--- src/sv/gmdp_pkg.sv ---
`default_nettype none

package gmdp_pkg;

  // Debounce window and pin geometry.
  localparam int WINDOW_SAMPLES = 5;
  localparam int PIN_COUNT      = 8;
  localparam int MAJORITY       = (WINDOW_SAMPLES + 1) / 2;
  localparam int POS_W          = (WINDOW_SAMPLES > 1) ? $clog2(WINDOW_SAMPLES) : 1;

  localparam logic [31:0] PIN_MASK_WIDE = ((32'd1 << PIN_COUNT) - 32'd1) & 32'h0000_00FF;
  localparam logic [7:0]  PIN_MASK      = PIN_MASK_WIDE[7:0];

  localparam logic [POS_W-1:0] LAST_POS = POS_W'(WINDOW_SAMPLES - 1);

  // Pulse outputs.
  localparam int          OUT_COUNT       = 8;
  localparam logic [2:0]  PRE_PULSE_INDEX = 3'd2;
  localparam logic [15:0] ELAPSED_MAX     = 16'hFFFF;

  // Register reset values.
  localparam logic [15:0] PULSE_RESET   = 16'd50;
  localparam logic [7:0]  IN_SUP_RESET  = 8'hFF;
  localparam logic [7:0]  OUT_SUP_RESET = 8'hFF;

  // Register indexes on the configuration port.
  localparam logic [1:0] REG_PULSE_LENGTH     = 2'd0;
  localparam logic [1:0] REG_INPUT_SUPPORTED  = 2'd1;
  localparam logic [1:0] REG_OUTPUT_SUPPORTED = 2'd2;

  typedef enum logic [1:0] {
    ACT_TICK    = 2'd0,
    ACT_SAMPLE  = 2'd1,
    ACT_COMMAND = 2'd2,
    ACT_UNUSED  = 2'd3
  } action_e;

  typedef struct packed {
    logic [15:0] pulse_length;
    logic [7:0]  input_supported;
    logic [7:0]  output_supported;
  } cfg_t;

  // Per-item control from the command decoder to the debounce ring.
  typedef struct packed {
    logic [1:0] push_count;
    logic       decide;
    logic       set_override;
  } ring_ctrl_t;

  function automatic logic [POS_W-1:0] pos_inc(logic [POS_W-1:0] p);
    logic [POS_W-1:0] r;
    if (p >= LAST_POS) begin
      r = '0;
    end else begin
      r = p + POS_W'(1);
    end
    return r;
  endfunction

endpackage

`default_nettype wire

--- src/sv/gmdp_if.sv ---
`default_nettype none

interface gmdp_in_if;
  logic       valid;
  logic       ready;
  logic [1:0] action;
  logic [7:0] sample_bits;
  logic [2:0] out_pin;
  logic       turn_on;

  modport source (output valid, action, sample_bits, out_pin, turn_on, input ready);
  modport sink   (input valid, action, sample_bits, out_pin, turn_on, output ready);
endinterface

interface gmdp_out_if;
  logic       valid;
  logic       ready;
  logic [7:0] stable_inputs;
  logic [7:0] shown_inputs;
  logic [7:0] out_levels;
  logic [7:0] pending_off;
  logic       rejected;

  modport source (output valid, stable_inputs, shown_inputs, out_levels, pending_off,
                  rejected, input ready);
  modport sink   (input valid, stable_inputs, shown_inputs, out_levels, pending_off,
                  rejected, output ready);
endinterface

`default_nettype wire

--- src/sv/gmdp_cfg.sv ---
`default_nettype none

module gmdp_cfg (
  input  wire logic          clk_i,
  input  wire logic          rst_ni,
  input  wire logic          psel,
  input  wire logic          penable,
  input  wire logic          pwrite,
  input  wire logic [3:0]    paddr,
  input  wire logic [31:0]   pwdata,
  output logic      [31:0]   prdata,
  output logic               pready,
  output gmdp_pkg::cfg_t     cfg_o
);

  gmdp_pkg::cfg_t cfg_q, cfg_d;
  logic           wr_en;
  logic [1:0]     reg_idx;

  assign pready  = 1'b1;
  assign wr_en   = psel & penable & pwrite;
  assign reg_idx = paddr[3:2];

  always_comb begin
    cfg_d = cfg_q;
    if (wr_en) begin
      case (reg_idx)
        gmdp_pkg::REG_PULSE_LENGTH:     cfg_d.pulse_length     = pwdata[15:0];
        gmdp_pkg::REG_INPUT_SUPPORTED:  cfg_d.input_supported  = pwdata[7:0];
        gmdp_pkg::REG_OUTPUT_SUPPORTED: cfg_d.output_supported = pwdata[7:0];
        default: ;
      endcase
    end
  end

  always_comb begin
    case (reg_idx)
      gmdp_pkg::REG_PULSE_LENGTH:     prdata = {16'd0, cfg_q.pulse_length};
      gmdp_pkg::REG_INPUT_SUPPORTED:  prdata = {24'd0, cfg_q.input_supported};
      gmdp_pkg::REG_OUTPUT_SUPPORTED: prdata = {24'd0, cfg_q.output_supported};
      default:                        prdata = 32'd0;
    endcase
  end

  always_ff @(posedge clk_i or negedge rst_ni) begin
    if (!rst_ni) begin
      cfg_q.pulse_length     <= gmdp_pkg::PULSE_RESET;
      cfg_q.input_supported  <= gmdp_pkg::IN_SUP_RESET;
      cfg_q.output_supported <= gmdp_pkg::OUT_SUP_RESET;
    end else begin
      cfg_q <= cfg_d;
    end
  end

  assign cfg_o = cfg_q;

endmodule

`default_nettype wire

--- src/sv/gmdp_pulse.sv ---
`default_nettype none

module gmdp_pulse (
  input  wire logic                 clk_i,
  input  wire logic                 rst_ni,
  input  wire logic                 step_i,
  input  wire logic [1:0]           action_i,
  input  wire logic [2:0]           out_pin_i,
  input  wire logic                 turn_on_i,
  input  wire gmdp_pkg::cfg_t       cfg_i,
  output gmdp_pkg::ring_ctrl_t      ctrl_o,
  output logic [7:0]                levels_d_o,
  output logic [7:0]                pending_d_o,
  output logic                      rejected_o
);

  logic [7:0]  levels_q, levels_d;
  logic [7:0]  pending_q, pending_d;
  logic [15:0] elapsed_q [gmdp_pkg::OUT_COUNT];
  logic [15:0] elapsed_d [gmdp_pkg::OUT_COUNT];

  logic [7:0]  pin_sel;
  logic        pin_ok;
  logic        pre_pulse;
  logic [15:0] inc;

  assign pin_sel   = 8'd1 << out_pin_i;
  assign pin_ok    = |(cfg_i.output_supported & pin_sel);
  // Switching on output 0 or 1 first pulses the pre-pulse output, if it exists.
  assign pre_pulse = turn_on_i && (out_pin_i == 3'd0 || out_pin_i == 3'd1) &&
                     cfg_i.output_supported[gmdp_pkg::PRE_PULSE_INDEX];

  always_comb begin
    levels_d   = levels_q;
    pending_d  = pending_q;
    elapsed_d  = elapsed_q;
    rejected_o = 1'b0;
    ctrl_o     = '0;
    inc        = '0;
    case (gmdp_pkg::action_e'(action_i))
      gmdp_pkg::ACT_TICK: begin
        for (int i = 0; i < gmdp_pkg::OUT_COUNT; i++) begin
          if (pending_q[i]) begin
            inc = (elapsed_q[i] == gmdp_pkg::ELAPSED_MAX) ? elapsed_q[i]
                                                          : elapsed_q[i] + 16'd1;
            elapsed_d[i] = inc;
            if (inc >= cfg_i.pulse_length) begin
              pending_d[i] = 1'b0;
              levels_d[i]  = 1'b0;
            end
          end
        end
      end
      gmdp_pkg::ACT_SAMPLE: begin
        ctrl_o.push_count = 2'd1;
        ctrl_o.decide     = 1'b1;
      end
      gmdp_pkg::ACT_COMMAND: begin
        if (!pin_ok) begin
          rejected_o = 1'b1;
        end else begin
          ctrl_o.decide       = 1'b1;
          ctrl_o.push_count   = pre_pulse ? 2'd3 : 2'd2;
          ctrl_o.set_override = pre_pulse ||
                                (turn_on_i && out_pin_i == gmdp_pkg::PRE_PULSE_INDEX);
          if (pre_pulse) begin
            levels_d[gmdp_pkg::PRE_PULSE_INDEX]  = 1'b1;
            pending_d[gmdp_pkg::PRE_PULSE_INDEX] = 1'b1;
            elapsed_d[gmdp_pkg::PRE_PULSE_INDEX] = '0;
          end
          if (turn_on_i) begin
            levels_d           = levels_d | pin_sel;
            pending_d          = pending_d | pin_sel;
            elapsed_d[out_pin_i] = '0;
          end else begin
            levels_d  = levels_d & ~pin_sel;
            pending_d = pending_d & ~pin_sel;
          end
        end
      end
      default: ;
    endcase
  end

  always_ff @(posedge clk_i or negedge rst_ni) begin
    if (!rst_ni) begin
      levels_q  <= '0;
      pending_q <= '0;
      for (int i = 0; i < gmdp_pkg::OUT_COUNT; i++) begin
        elapsed_q[i] <= '0;
      end
    end else if (step_i) begin
      levels_q  <= levels_d;
      pending_q <= pending_d;
      elapsed_q <= elapsed_d;
    end
  end

  assign levels_d_o  = levels_d;
  assign pending_d_o = pending_d;

endmodule

`default_nettype wire

--- src/sv/gmdp_debounce.sv ---
`default_nettype none

module gmdp_debounce (
  input  wire logic                 clk_i,
  input  wire logic                 rst_ni,
  input  wire logic                 step_i,
  input  wire gmdp_pkg::ring_ctrl_t ctrl_i,
  input  wire logic [7:0]           sample_bits_i,
  input  wire logic [7:0]           input_supported_i,
  output logic      [7:0]           stable_d_o,
  output logic                      override_d_o
);

  logic [7:0]                 ring_q [gmdp_pkg::WINDOW_SAMPLES];
  logic [7:0]                 ring_d [gmdp_pkg::WINDOW_SAMPLES];
  logic [gmdp_pkg::POS_W-1:0] pos_q, pos_d;
  logic [gmdp_pkg::POS_W-1:0] pos1, pos2, pos3;
  logic [7:0]                 stable_q, stable_d;
  logic                       override_q, override_d;
  logic [7:0]                 masked;
  logic [gmdp_pkg::WINDOW_SAMPLES-1:0] column;

  assign masked = sample_bits_i & input_supported_i & gmdp_pkg::PIN_MASK;
  assign pos1   = gmdp_pkg::pos_inc(pos_q);
  assign pos2   = gmdp_pkg::pos_inc(pos1);
  assign pos3   = gmdp_pkg::pos_inc(pos2);

  // A command pushes the same sample up to three times in a row.
  always_comb begin
    for (int k = 0; k < gmdp_pkg::WINDOW_SAMPLES; k++) begin
      if ((ctrl_i.push_count >= 2'd1 && pos_q == gmdp_pkg::POS_W'(k)) ||
          (ctrl_i.push_count >= 2'd2 && pos1  == gmdp_pkg::POS_W'(k)) ||
          (ctrl_i.push_count >= 2'd3 && pos2  == gmdp_pkg::POS_W'(k))) begin
        ring_d[k] = masked;
      end else begin
        ring_d[k] = ring_q[k];
      end
    end
    case (ctrl_i.push_count)
      2'd1:    pos_d = pos1;
      2'd2:    pos_d = pos2;
      2'd3:    pos_d = pos3;
      default: pos_d = pos_q;
    endcase
  end

  always_comb begin
    stable_d = stable_q;
    column   = '0;
    if (ctrl_i.decide) begin
      for (int i = 0; i < 8; i++) begin
        for (int k = 0; k < gmdp_pkg::WINDOW_SAMPLES; k++) begin
          column[k] = ring_d[k][i];
        end
        stable_d[i] = ($countones(column) >= gmdp_pkg::MAJORITY);
      end
    end
    override_d = (override_q | ctrl_i.set_override) & ~(ctrl_i.decide & ~stable_d[0]);
  end

  always_ff @(posedge clk_i or negedge rst_ni) begin
    if (!rst_ni) begin
      for (int k = 0; k < gmdp_pkg::WINDOW_SAMPLES; k++) begin
        ring_q[k] <= '0;
      end
      pos_q      <= '0;
      stable_q   <= '0;
      override_q <= 1'b0;
    end else if (step_i) begin
      ring_q     <= ring_d;
      pos_q      <= pos_d;
      stable_q   <= stable_d;
      override_q <= override_d;
    end
  end

  assign stable_d_o   = stable_d;
  assign override_d_o = override_d;

endmodule

`default_nettype wire

--- src/sv/gpio_majority_debounce_pulse_out_core.sv ---
`default_nettype none
// A result is loaded into the result register when its item advances out of the input
// register. Throughput: one item per cycle while the receiver takes each result; the
// input register and the result register together let a new item enter while the
// previous result waits to be taken.
// Reset (rst_ni low, asynchronous) clears the sample ring, stable levels, override,
// output levels and pulse counters, and loads the register reset values.

module gpio_majority_debounce_pulse_out_core (
  input  wire logic   clk_i,
  input  wire logic   rst_ni,
  gmdp_in_if.sink     in_i,
  gmdp_out_if.source  out_o,
  input  wire logic         psel,
  input  wire logic         penable,
  input  wire logic         pwrite,
  input  wire logic [3:0]   paddr,
  input  wire logic [31:0]  pwdata,
  output logic      [31:0]  prdata,
  output logic              pready
);

  gmdp_pkg::cfg_t       cfg;
  gmdp_pkg::ring_ctrl_t ring_ctrl;

  // Input register: holds one accepted item until the result register is free.
  logic       item_valid_q;
  logic [1:0] action_q;
  logic [7:0] sample_q;
  logic [2:0] pin_q;
  logic       on_q;

  // Result register.
  logic       res_valid_q;
  logic [7:0] res_stable_q, res_shown_q, res_levels_q, res_pending_q;
  logic       res_rejected_q;

  logic       advance;
  logic [7:0] stable_d, levels_d, pending_d;
  logic       override_d, rejected;

  // The held item moves on, and the block state is updated, whenever the result
  // register is empty or its transfer completes in this cycle.
  assign advance    = item_valid_q && (!res_valid_q || out_o.ready);
  assign in_i.ready = !item_valid_q || advance;

  gmdp_cfg u_cfg (
    .clk_i   (clk_i),
    .rst_ni  (rst_ni),
    .psel    (psel),
    .penable (penable),
    .pwrite  (pwrite),
    .paddr   (paddr),
    .pwdata  (pwdata),
    .prdata  (prdata),
    .pready  (pready),
    .cfg_o   (cfg)
  );

  // Command decode, output levels and pulse timers.
  gmdp_pulse u_pulse (
    .clk_i       (clk_i),
    .rst_ni      (rst_ni),
    .step_i      (advance),
    .action_i    (action_q),
    .out_pin_i   (pin_q),
    .turn_on_i   (on_q),
    .cfg_i       (cfg),
    .ctrl_o      (ring_ctrl),
    .levels_d_o  (levels_d),
    .pending_d_o (pending_d),
    .rejected_o  (rejected)
  );

  // Sample ring, majority decision and the input 0 override.
  gmdp_debounce u_debounce (
    .clk_i             (clk_i),
    .rst_ni            (rst_ni),
    .step_i            (advance),
    .ctrl_i            (ring_ctrl),
    .sample_bits_i     (sample_q),
    .input_supported_i (cfg.input_supported),
    .stable_d_o        (stable_d),
    .override_d_o      (override_d)
  );

  always_ff @(posedge clk_i or negedge rst_ni) begin
    if (!rst_ni) begin
      item_valid_q <= 1'b0;
      res_valid_q  <= 1'b0;
    end else begin
      if (in_i.ready) begin
        item_valid_q <= in_i.valid;
      end
      if (advance) begin
        res_valid_q <= 1'b1;
      end else if (out_o.ready) begin
        res_valid_q <= 1'b0;
      end
    end
  end

  always_ff @(posedge clk_i) begin
    if (in_i.valid && in_i.ready) begin
      action_q <= in_i.action;
      sample_q <= in_i.sample_bits;
      pin_q    <= in_i.out_pin;
      on_q     <= in_i.turn_on;
    end
    if (advance) begin
      res_stable_q   <= stable_d;
      res_shown_q    <= override_d ? (stable_d & 8'hFE) : stable_d;
      res_levels_q   <= levels_d;
      res_pending_q  <= pending_d;
      res_rejected_q <= rejected;
    end
  end

  assign out_o.valid         = res_valid_q;
  assign out_o.stable_inputs = res_stable_q;
  assign out_o.shown_inputs  = res_shown_q;
  assign out_o.out_levels    = res_levels_q;
  assign out_o.pending_off   = res_pending_q;
  assign out_o.rejected      = res_rejected_q;

endmodule

`default_nettype wire

--- src/flat_wrapper.sv ---
// flat-port wrapper written by rule: the top's interface ports become plain ports
module gpio_majority_debounce_pulse_out_core_flat 
  (clk_i, rst_ni, psel, penable, pwrite, paddr, pwdata, prdata, pready, in_i_valid, in_i_action, in_i_sample_bits, in_i_out_pin, in_i_turn_on, in_i_ready, out_o_valid, out_o_stable_inputs, out_o_shown_inputs, out_o_out_levels, out_o_pending_off, out_o_rejected, out_o_ready);
  gmdp_in_if in_i_i ();
  gmdp_out_if out_o_i ();
  input  wire logic clk_i;
  input  wire logic rst_ni;
  input  wire logic psel;
  input  wire logic penable;
  input  wire logic pwrite;
  input  wire logic [3:0] paddr;
  input  wire logic [31:0] pwdata;
  output logic      [31:0] prdata;
  output logic pready;
  input wire logic [$bits(in_i_i.valid)-1:0] in_i_valid;
  input wire logic [$bits(in_i_i.action)-1:0] in_i_action;
  input wire logic [$bits(in_i_i.sample_bits)-1:0] in_i_sample_bits;
  input wire logic [$bits(in_i_i.out_pin)-1:0] in_i_out_pin;
  input wire logic [$bits(in_i_i.turn_on)-1:0] in_i_turn_on;
  output wire logic [$bits(in_i_i.ready)-1:0] in_i_ready;
  output wire logic [$bits(out_o_i.valid)-1:0] out_o_valid;
  output wire logic [$bits(out_o_i.stable_inputs)-1:0] out_o_stable_inputs;
  output wire logic [$bits(out_o_i.shown_inputs)-1:0] out_o_shown_inputs;
  output wire logic [$bits(out_o_i.out_levels)-1:0] out_o_out_levels;
  output wire logic [$bits(out_o_i.pending_off)-1:0] out_o_pending_off;
  output wire logic [$bits(out_o_i.rejected)-1:0] out_o_rejected;
  input wire logic [$bits(out_o_i.ready)-1:0] out_o_ready;
  assign in_i_i.valid = in_i_valid;
  assign in_i_i.action = in_i_action;
  assign in_i_i.sample_bits = in_i_sample_bits;
  assign in_i_i.out_pin = in_i_out_pin;
  assign in_i_i.turn_on = in_i_turn_on;
  assign in_i_ready = in_i_i.ready;
  assign out_o_valid = out_o_i.valid;
  assign out_o_stable_inputs = out_o_i.stable_inputs;
  assign out_o_shown_inputs = out_o_i.shown_inputs;
  assign out_o_out_levels = out_o_i.out_levels;
  assign out_o_pending_off = out_o_i.pending_off;
  assign out_o_rejected = out_o_i.rejected;
  assign out_o_i.ready = out_o_ready;
  gpio_majority_debounce_pulse_out_core u_core (.clk_i(clk_i), .rst_ni(rst_ni), .in_i(in_i_i), .out_o(out_o_i), .psel(psel), .penable(penable), .pwrite(pwrite), .paddr(paddr), .pwdata(pwdata), .prdata(prdata), .pready(pready));
endmodule
--- config.mk ---
export PLATFORM = sky130hd
export DESIGN_NAME = gpio_majority_debounce_pulse_out_core_flat
export DESIGN_NICKNAME = d
export VERILOG_FILES = /design/src/sv/gmdp_pkg.sv /design/src/sv/gmdp_if.sv /design/src/sv/gmdp_cfg.sv /design/src/sv/gmdp_pulse.sv /design/src/sv/gmdp_debounce.sv /design/src/sv/gpio_majority_debounce_pulse_out_core.sv /design/src/flat_wrapper.sv
export SDC_FILE = /design/constraint.sdc
export NUM_CORES = 1
export LEC_CHECK = 0
export ABC_AREA = 0
export BUFFER_PORTS_ARGS = -buffer_cell sky130_fd_sc_hd__buf_2
export CAP_MARGIN = 25
export CORE_MARGIN = 2
export CORE_UTILIZATION = 40
export CTS_CLUSTER_DIAMETER = 30
export DETAILED_ROUTE_END_ITERATION = 12
export GPL_ROUTABILITY_DRIVEN = 0
export PLACE_DENSITY = 0.67
export SLEW_MARGIN = 20
export SYNTH_ARGS = -nofsm -noshare
export SYNTH_HDL_FRONTEND = slang
export SYNTH_HIERARCHICAL = 1
export SYNTH_SLANG_ARGS = --single-unit
--- constraint.sdc ---
create_clock -name clk_i -period 5.38 [get_ports clk_i]
set_clock_uncertainty 0.1 [all_clocks]
set_input_delay 0.807 -clock clk_i [delete_from_list [all_inputs] [get_ports clk_i]]
set_output_delay 0.807 -clock clk_i [all_outputs]
set_load 0.01 [all_outputs]
==> reports/metrics.yaml, run 1 <==
run_status:
  status: "complete, no violations"
clock_network:
  clk_latency_ns: 0.62
  cts_resized: 0
  clockRootBuffer: "clkbuf_16"
  path_clk_slew_ns: 0.04
  clockBufferDepth: 3
  ctsHoldBuffers: 0
  tritoncts: "done"
  htreeDepth: 3
  clock_sinks: 270
  cts_setup_buffers: 0
  cts_buffers: 75
worst_setup_path:
  required_ns: 5.78
  cp-start-kind: "flop"
  critPathMaxFanout: 17
  arrival_ns: 5.45
  end_kind: "flop"
  worstSetupPathType: "reg2reg"
synthesis:
  synth_top_family_by_area: "simple AND/OR/NAND/NOR gates"
  syn_inst: 2125
  synth_cell_types: 96
  ys_seq_elements: 270
  postSynthAreaPerCell_um2: 9.36
  synth-simple-area-share_pct: 18.7
  synth-adder-area-share_pct: 11.4
  synthXorXnorAreaFrac_pct: 3.65
  yosys-mux-area-fraction_pct: 9.00
  ys_warn_count: 6
  syn_area_um2: 19900
  synth_edf_count: 40
  synth_compound_gate_area_share_pct: 17.3
  async_flop_share_pct: 85.2
  yosysSeqAreaShare_pct: 35.1
  synth_ff_type: "dfrtp_1"
die:
  fp.coreArea_um2: 49100
  die_w_um: 227
  design.die.area_um2: 51600
  io_pins: 125
  initial_utilization_pct: 40.6
  dieHeight_um: 227
  row_count: 81
detailed_routing:
  drc: 0
  ant_nets: 0
  drt-initial-drc-count: 1447
  detail_route.wl_per_cell_um: 19.1
  via_per_inst: 5.84
  drt_pass1_iterations: 6
  vias: 17100
  drt-total-wl_um: 55800
cells_and_area:
  drive_gt1_share_pct: 18.2
  num-nets-final: 2428
  diodes: 0
  final_cell_mix: "dfrtp_1 (211), nand2_1 (202), ha_1 (155)"
  finalNonFillerCells: 2925
  syn_to_final_growth_pct: 17.8
  final_common_cell: "dfrtp_1"
sta:
  tightest_slew_ns: 1.12
  report.final.hold_viol_count: 0
  fmax_mhz: 198
  worst_slack_ns: 0.328
  fin_tns_setup_ns: 0
  period_needed_ns: 5.05
  maxSlewViolCount: 0
  fin_crit_sh_pct: 93.9
  holdWs_ns: 0.0210
  rsz0062_at_grt: "no"
  setup_viol: 0
  max_slew_margin_pct: 24.9
placement:
  dp_cells: 2786
  port_buffers: 89
  dp_hpwl_um: 38300
  place_ws_ns: 0.311
global_route:
  track_usage_pct: 22.0
  antenna_found_initial: 0
  grt_pass1_wl_um: 89500
  grt_max_degree: 113
  overflow: 0
  grt_pass1_vias: 16600
power:
  power.density_nw_per_um2: 441
  p_total_mw: 10.3
  ir_drop_mv: 0.313
  p_leak_nw: 10.5
flow_run:
  cap_viol_max_count: 0
worst_hold_path:
  hold_class: "in2async"
-- final timing paths --
kind	to	start	depth (start not counted)	slack (ns)
min in group clk_i	u_core/sample_q[4]$_DFFE_PP_	in_i_sample_bits[4]	1	0.26
worst max register to register	u_core/u_debounce/stable_q[2]$_DFFE_PN0P_	u_core/pin_q[0]$_DFFE_PP_	15	0.33
worst min-delay path	u_core/u_pulse/elapsed_q[0]$_DFFE_PN0P_	rst_ni	1	0.02
worst max-delay path	u_core/u_debounce/stable_q[2]$_DFFE_PN0P_	u_core/pin_q[0]$_DFFE_PP_	15	0.33
worst min register to register	u_core/u_debounce/ring_q[25]$_DFFE_PN0P_	u_core/u_debounce/ring_q[25]$_DFFE_PN0P_	1	0.40
max in group asynchronous	u_core/u_debounce/override_q$_DFFE_PN0P_	rst_ni	2	3.95
-- registers in the layout, summed over array words and instances, names as in the netlist --
| register | count |
|---|---|
| u_core/action_q | 2 |
| u_core/item_valid_q | 1 |
| u_core/on_q | 1 |
| u_core/out_o.out_levels | 8 |
| u_core/out_o.pending_off | 8 |
| u_core/out_o.rejected | 1 |
| u_core/out_o.shown_inputs | 1 |
| u_core/out_o.stable_inputs | 8 |
| u_core/out_o.valid | 1 |
| u_core/pin_q | 3 |
| u_core/sample_q | 8 |
| u_core/u_cfg/cfg_o | 32 |
| u_core/u_debounce/override_q | 1 |
| u_core/u_debounce/pos_q | 3 |
| u_core/u_debounce/ring_q | 40 |
| u_core/u_debounce/stable_q | 8 |
| u_core/u_pulse/elapsed_q | 128 |
| u_core/u_pulse/levels_q | 8 |
| u_core/u_pulse/pending_q | 8 |
-- where the power goes --
part,switching [mW],total (mW),internal (mW)
clock network,1.43,4.55,3.11
logic,1.63,2.80,1.17
registers,0.448,2.99,2.54
-- per-layer routing --
layer / part of all wire [%] / up-vias / GRT usage, %
met2: 48 / 556 / 36.3
met1: 42 / 8352 / 27.9
met4: 4.2 / 0 / 10.4
met3: 5.6 / 143 / 4.04
li1: - / 8032 / -
met5: 0 / - / 0
-- synthesized netlist by cell type (all sizes together), types with 13 or more instances --
| master | n | area share (%) |
|---|---|---|
| nor2 | 141 | 2.7 |
| dfstp | 19 | 2.5 |
| o2111ai | 19 | 0.84 |
| mux2 | 112 | 6.3 |
| edfxtp | 40 | 6.0 |
| or4 | 15 | 0.58 |
| a221o | 13 | 0.65 |
| nand2 | 205 | 4.0 |
| o21a | 14 | 0.53 |
| fa | 16 | 1.6 |
| inv | 79 | 1.5 |
| xor2 | 35 | 1.5 |
| xnor2 | 48 | 2.1 |
| and3 | 35 | 1.1 |
| a31oi | 40 | 1.3 |
| o211ai | 29 | 1.1 |
| nor2b | 18 | 0.57 |
| nor3 | 52 | 1.4 |
| a211o | 14 | 0.62 |
| nor4 | 26 | 0.91 |
| ha | 155 | 9.7 |
| and2 | 32 | 1.0 |
| o21ai | 99 | 2.6 |
| mux2i | 53 | 2.7 |
| nand3 | 72 | 1.8 |
| a22o | 40 | 1.8 |
| clkbuf | 78 | 1.5 |
| nand2b | 26 | 0.82 |
| buf | 56 | 1.8 |
| nand4 | 39 | 1.2 |
| and4 | 16 | 0.70 |
| a21oi | 126 | 3.2 |
| dfrtp | 211 | 27 |
-- per-stage QoR --
stage,utilization [%],cell area [µm²]
floorplan,-,20000
global placement,42.4,20800
detailed placement,42.4,20800
CTS,47.8,23400
global route,47.8,23400
finish,47.8,23400
-- logic make-up (layout without fill, tap and decap cells) --
kind of cell	after synthesis	count (layout)
AND/OR/NAND/NOR	720	720
AO/OA/AOI/OAI	500	500
flip-flops	270	270
XOR/XNOR	83	83
other	2	17
adder cells (fa/ha/maj)	171	171
buffers and inverters	214	335
multiplexers	165	165
-- worst max-delay path, stage by stage (launching register included) --
cell and delay [ns]:
edfxtp_1 0.57, nor2b_1 0.24, a22o_1 0.26, o21ai_0 0.25
nand2_1 0.12, inv_1 0.43, nor2_1 0.26, o311ai_4 0.44
mux2_2 0.39, fa_1 0.44, ha_1 0.29, ha_1 0.19
fa_1 0.44, a21oi_1 0.14, a21oi_1 0.09, mux2_2 0.29
-- layout make-up --
class | count | area [µm²]
Fill cell | 4534 | 25600
Multi-Input combinational cell | 1656 | 12000
Sequential cell | 270 | 6980
Clock buffer | 96 | 2030
Tap cell | 664 | 831
Timing Repair Buffer | 117 | 677
Clock inverter | 42 | 587
Inverter | 80 | 300
Note: power is estimated with default switching activity, not from simulation.
==> run 2: changes to the inputs <==
--- a/config.mk
+++ b/config.mk
@@ -5,7 +5,7 @@
 export SDC_FILE = /design/constraint.sdc
 export NUM_CORES = 1
 export LEC_CHECK = 0
-export ABC_AREA = 0
+export ABC_AREA = 1
 export BUFFER_PORTS_ARGS = -buffer_cell sky130_fd_sc_hd__buf_2
 export CAP_MARGIN = 25
 export CORE_MARGIN = 2
@@ -13,7 +13,7 @@
 export CTS_CLUSTER_DIAMETER = 30
 export DETAILED_ROUTE_END_ITERATION = 12
 export GPL_ROUTABILITY_DRIVEN = 0
-export PLACE_DENSITY = 0.67
+export PLACE_DENSITY = 0.66
 export SLEW_MARGIN = 20
 export SYNTH_ARGS = -nofsm -noshare
 export SYNTH_HDL_FRONTEND = slang
==> run 2 against run 1 <==
Against the previous run:
- routed wire length grew 9.4%
- non-clock buffer count shrank 14
- sequential share of layout area is 2.1 points lower
- highest routed layer unchanged
- design area grew 7.6%
- first-iteration DRC count grew 18%
- synthesized cell count grew 51%
- worst setup slack improved by 0.17 ns
- clock power down 2%
- sequential cell count unchanged
==> reports/metrics.yaml, run 2 <==
synthesis:
  yosysTopAreaCell: "dfrtp_1"
  syn_inst: 3205  # +51%
  synth_ff_type: "dfrtp_1"
  yosysSeqAreaShare_pct: 32.0  # -3.1 points
  ys_top_cells_by_area: "dfrtp_1 (24%), nand2_1 (23%), ha_1 (8.9%)"
  postSynthAreaPerCell_um2: 6.81  # -27%
  syn_area_um2: 21800  # +9.6%
  async_flop_share_pct: 85.2  # unchanged
  synth_edf_count: 40  # unchanged
  synth_most_common_cell: "nand2_1"
  synth_top_cell_area_share_pct: 24.2  # -2.3 points
  synth_common_cells: "nand2_1 (1315), inv_1 (276), nand3_1 (244)"
  ys_warn_count: 6  # unchanged
  ys_seq_elements: 270  # unchanged
  synth_cell_types: 55  # -43%
sta:
  report.final.hold_viol_count: 0  # unchanged
  holdWs_ns: 0.113  # +0.0919 ns
  fin_crit_sh_pct: 90.7  # -3.2 points
  tightest_slew_ns: 0.958  # -0.163 ns
  rsz0062_at_grt: "no"
  max_slew_margin_pct: 36.1  # +11 points
  worst_slack_ns: 0.502  # +0.174 ns
  fmax_mhz: 205  # +3.6%
  setup_viol: 0  # unchanged
  fin_tns_setup_ns: 0  # unchanged
  period_needed_ns: 4.88  # -0.174 ns
  maxSlewViolCount: 0  # unchanged
clock_network:
  clockRootBuffer: "clkbuf_16"
  clockBufferDepth: 3  # unchanged
  htreeDepth: 3  # unchanged
  path_clk_slew_ns: 0.05  # about the same
  clock_sinks: 270  # unchanged
  ctsHoldBuffers: 0  # unchanged
  cts_buffers: 74  # -1.3%
  clk_latency_ns: 0.63  # about the same
  cts_resized: 0  # unchanged
  cts_setup_buffers: 0  # unchanged
  tritoncts: "done"
worst_hold_path:
  hold_class: "in2async"
global_route:
  grt_pass1_vias: 19000  # +15%
  antenna_found_initial: 1  # +1
  overflow: 0  # unchanged
  grt_pass1_wl_um: 100000  # +12%
  track_usage_pct: 22.0  # about the same
  grt_max_degree: 116  # +2.7%
detailed_routing:
  drc: 0  # unchanged
  vias: 20600  # +20%
  ant_nets: 0  # unchanged
  detail_route.wl_per_cell_um: 15.2  # -20%
  drt-total-wl_um: 61100  # +9.4%
  drt_pass1_iterations: 5  # -1
  drt-initial-drc-count: 1710  # +18%
  via_per_inst: 5.11  # -12%
run_status:
  status: "complete, no violations"
worst_setup_path:
  ff2ff_path_depth: 19  # +4
  crit_path_start: "u_core/pin_q[2]$_DFFE_PP_"
  cp-start-kind: "flop"
  r2r-end: "u_core/out_o.stable_inputs[2]$_DFFE_PP_"
  worstSetupPathType: "reg2reg"
  end_kind: "flop"
  required_ns: 5.60  # -0.18 ns
  arrival_ns: 5.10  # -0.35 ns
  critPathMaxFanout: 10  # -7
  rrSetupSlack_ns: 0.50  # +0.17 ns
  reg2reg_from: "u_core/pin_q[2]$_DFFE_PP_"
cells_and_area:
  final_cell_mix: "nand2_1 (1315), inv_1 (275), nand3_1 (244)"
  final_common_cell: "nand2_1"
  diodes: 0  # unchanged
  postLayoutCoreUtil_pct: 46.9  # -0.93 points
  regMostFlops: "u_core/u_pulse/elapsed_q"
  drive_gt1_share_pct: 10.1  # -8.1 points
  syn_to_final_growth_pct: 15.6
  largest_register_ffs: 128  # unchanged
  num-nets-final: 3494  # +44%
power:
  p_int_mw: 6.63  # -2.7%
  p_leak_nw: 13.1  # +24%
  power.density_nw_per_um2: 413  # -6.4%
  p_sw_mw: 3.77  # +7.3%
  power_frac_seq_pct: 27.4  # -1.5 points
  power.share.clock_pct: 42.8  # -1.2 points
  switching_share_pct: 36.2  # +2.2 points
  ir_drop_mv: 0.251  # -20%
  p_comb_share_pct: 29.9  # +2.8 points
die:
  initial_utilization_pct: 40.5  # about the same
  design.die.area_um2: 56400  # +9.4%
  row_count: 85  # +4.9%
  die_w_um: 238  # +4.6%
  fp.coreArea_um2: 53800  # +9.7%
  io_pins: 125  # unchanged
  dieHeight_um: 238  # +4.6%
flow_run:
  cap_viol_max_count: 0  # unchanged
placement:
  port_buffers: 89  # unchanged
  place_ws_ns: 0.545  # +0.235 ns
  dp_hpwl_um: 41500  # +8.4%
run 2: cell count changes after synthesis, sizes merged, moves of 28 or more:
cell,delta
nand2,+1137
inv,+215
nand3,+190
mux2,-112
o21ai,+73
nor2,+69
mux2i,-53
a21oi,-51
a22o,-40
nand4,+40
a31oi,-38
and3,-34
o211ai,-28
run 2: cells by family (layout without fill, tap and decap cells):
group	count (synthesis)	count (layout)	share of synthesized area, %
and+or+nand+nor	1971	1971	39.0
other	2	17	0.0344
DFF	270	270	32.0
xor gates and xnor gates	81	81	3.25
buffers and inverters	428	532	8.44
AOI/OAI and AO/OA	282	282	6.92
adders and majority gates	171	171	10.4
run 2: how the worst max path moves through the flow:
stage / to / cells after the start
2_1_floorplan: u_core/out_o.stable_inputs[2]$_DFFE_PP_ / 20
3_3_place_gp: u_core/out_o.stable_inputs[2]$_DFFE_PP_ / 19
3_5_place_dp: u_core/out_o.stable_inputs[2]$_DFFE_PP_ / 19
4_1_cts: u_core/out_o.stable_inputs[2]$_DFFE_PP_ / 19
5_1_grt: u_core/out_o.shown_inputs[0]$_SDFFCE_PP0P_ / 22
6_report: u_core/out_o.stable_inputs[2]$_DFFE_PP_ / 19
run 2: power by group through the flow:
stage | clock, mW | combinational (mW) | sequential [mW]
floorplan | 0 | 2.33 | 2.78
detailed placement | 0 | 3.08 | 2.86
finish | 4.45 | 3.11 | 2.85
global route | 4.65 | 3.61 | 2.90
CTS | 4.53 | 3.11 | 2.84
global placement | 0 | 3.02 | 2.86
run 2: metrics by stage:
step	power [mW]	instance area, µm²	cells
finish	10.4	25200	4020
global route	11.2	25200	4020
CTS	10.5	25200	4019
detailed placement	5.94	22600	3885
global placement	5.88	22600	3885
floorplan	5.11	21900	3220
run 2: layer usage:
layer  wire length, µm  track usage, %  vias to the layer above
met5                 0               0                        -
met1             28100            30.2                     9474
met2             27800            34.7                      554
li1                  -               -                    10400
met4              2020            9.09                        0
met3              3210            3.32                      119
run 2: final cells by class:
type,instances,area (µm²)
well taps,696,871
clock inverters,41,559
repair buffers,103,593
multi-input cells,2522,13100
flip-flops and latches,270,6980
fillers,5386,28600
inverters,295,1130
clock buffers,93,2020
run 2: critical path: stages (launching register included):
cell and delay (ns):
edfxtp_1 0.53, nor2_2 0.25, nand3_1 0.17, nand2_1 0.11, nor2_1 0.08, a21oi_1 0.19
o21a_1 0.17, o21a_1 0.18, nand2_1 0.17, inv_1 0.15, nand3_2 0.24, nand3_4 0.21
nand2_1 0.08, and2_1 0.17, fa_1 0.48, ha_1 0.29, ha_1 0.19, fa_1 0.45
a21oi_1 0.21, o21ai_0 0.14
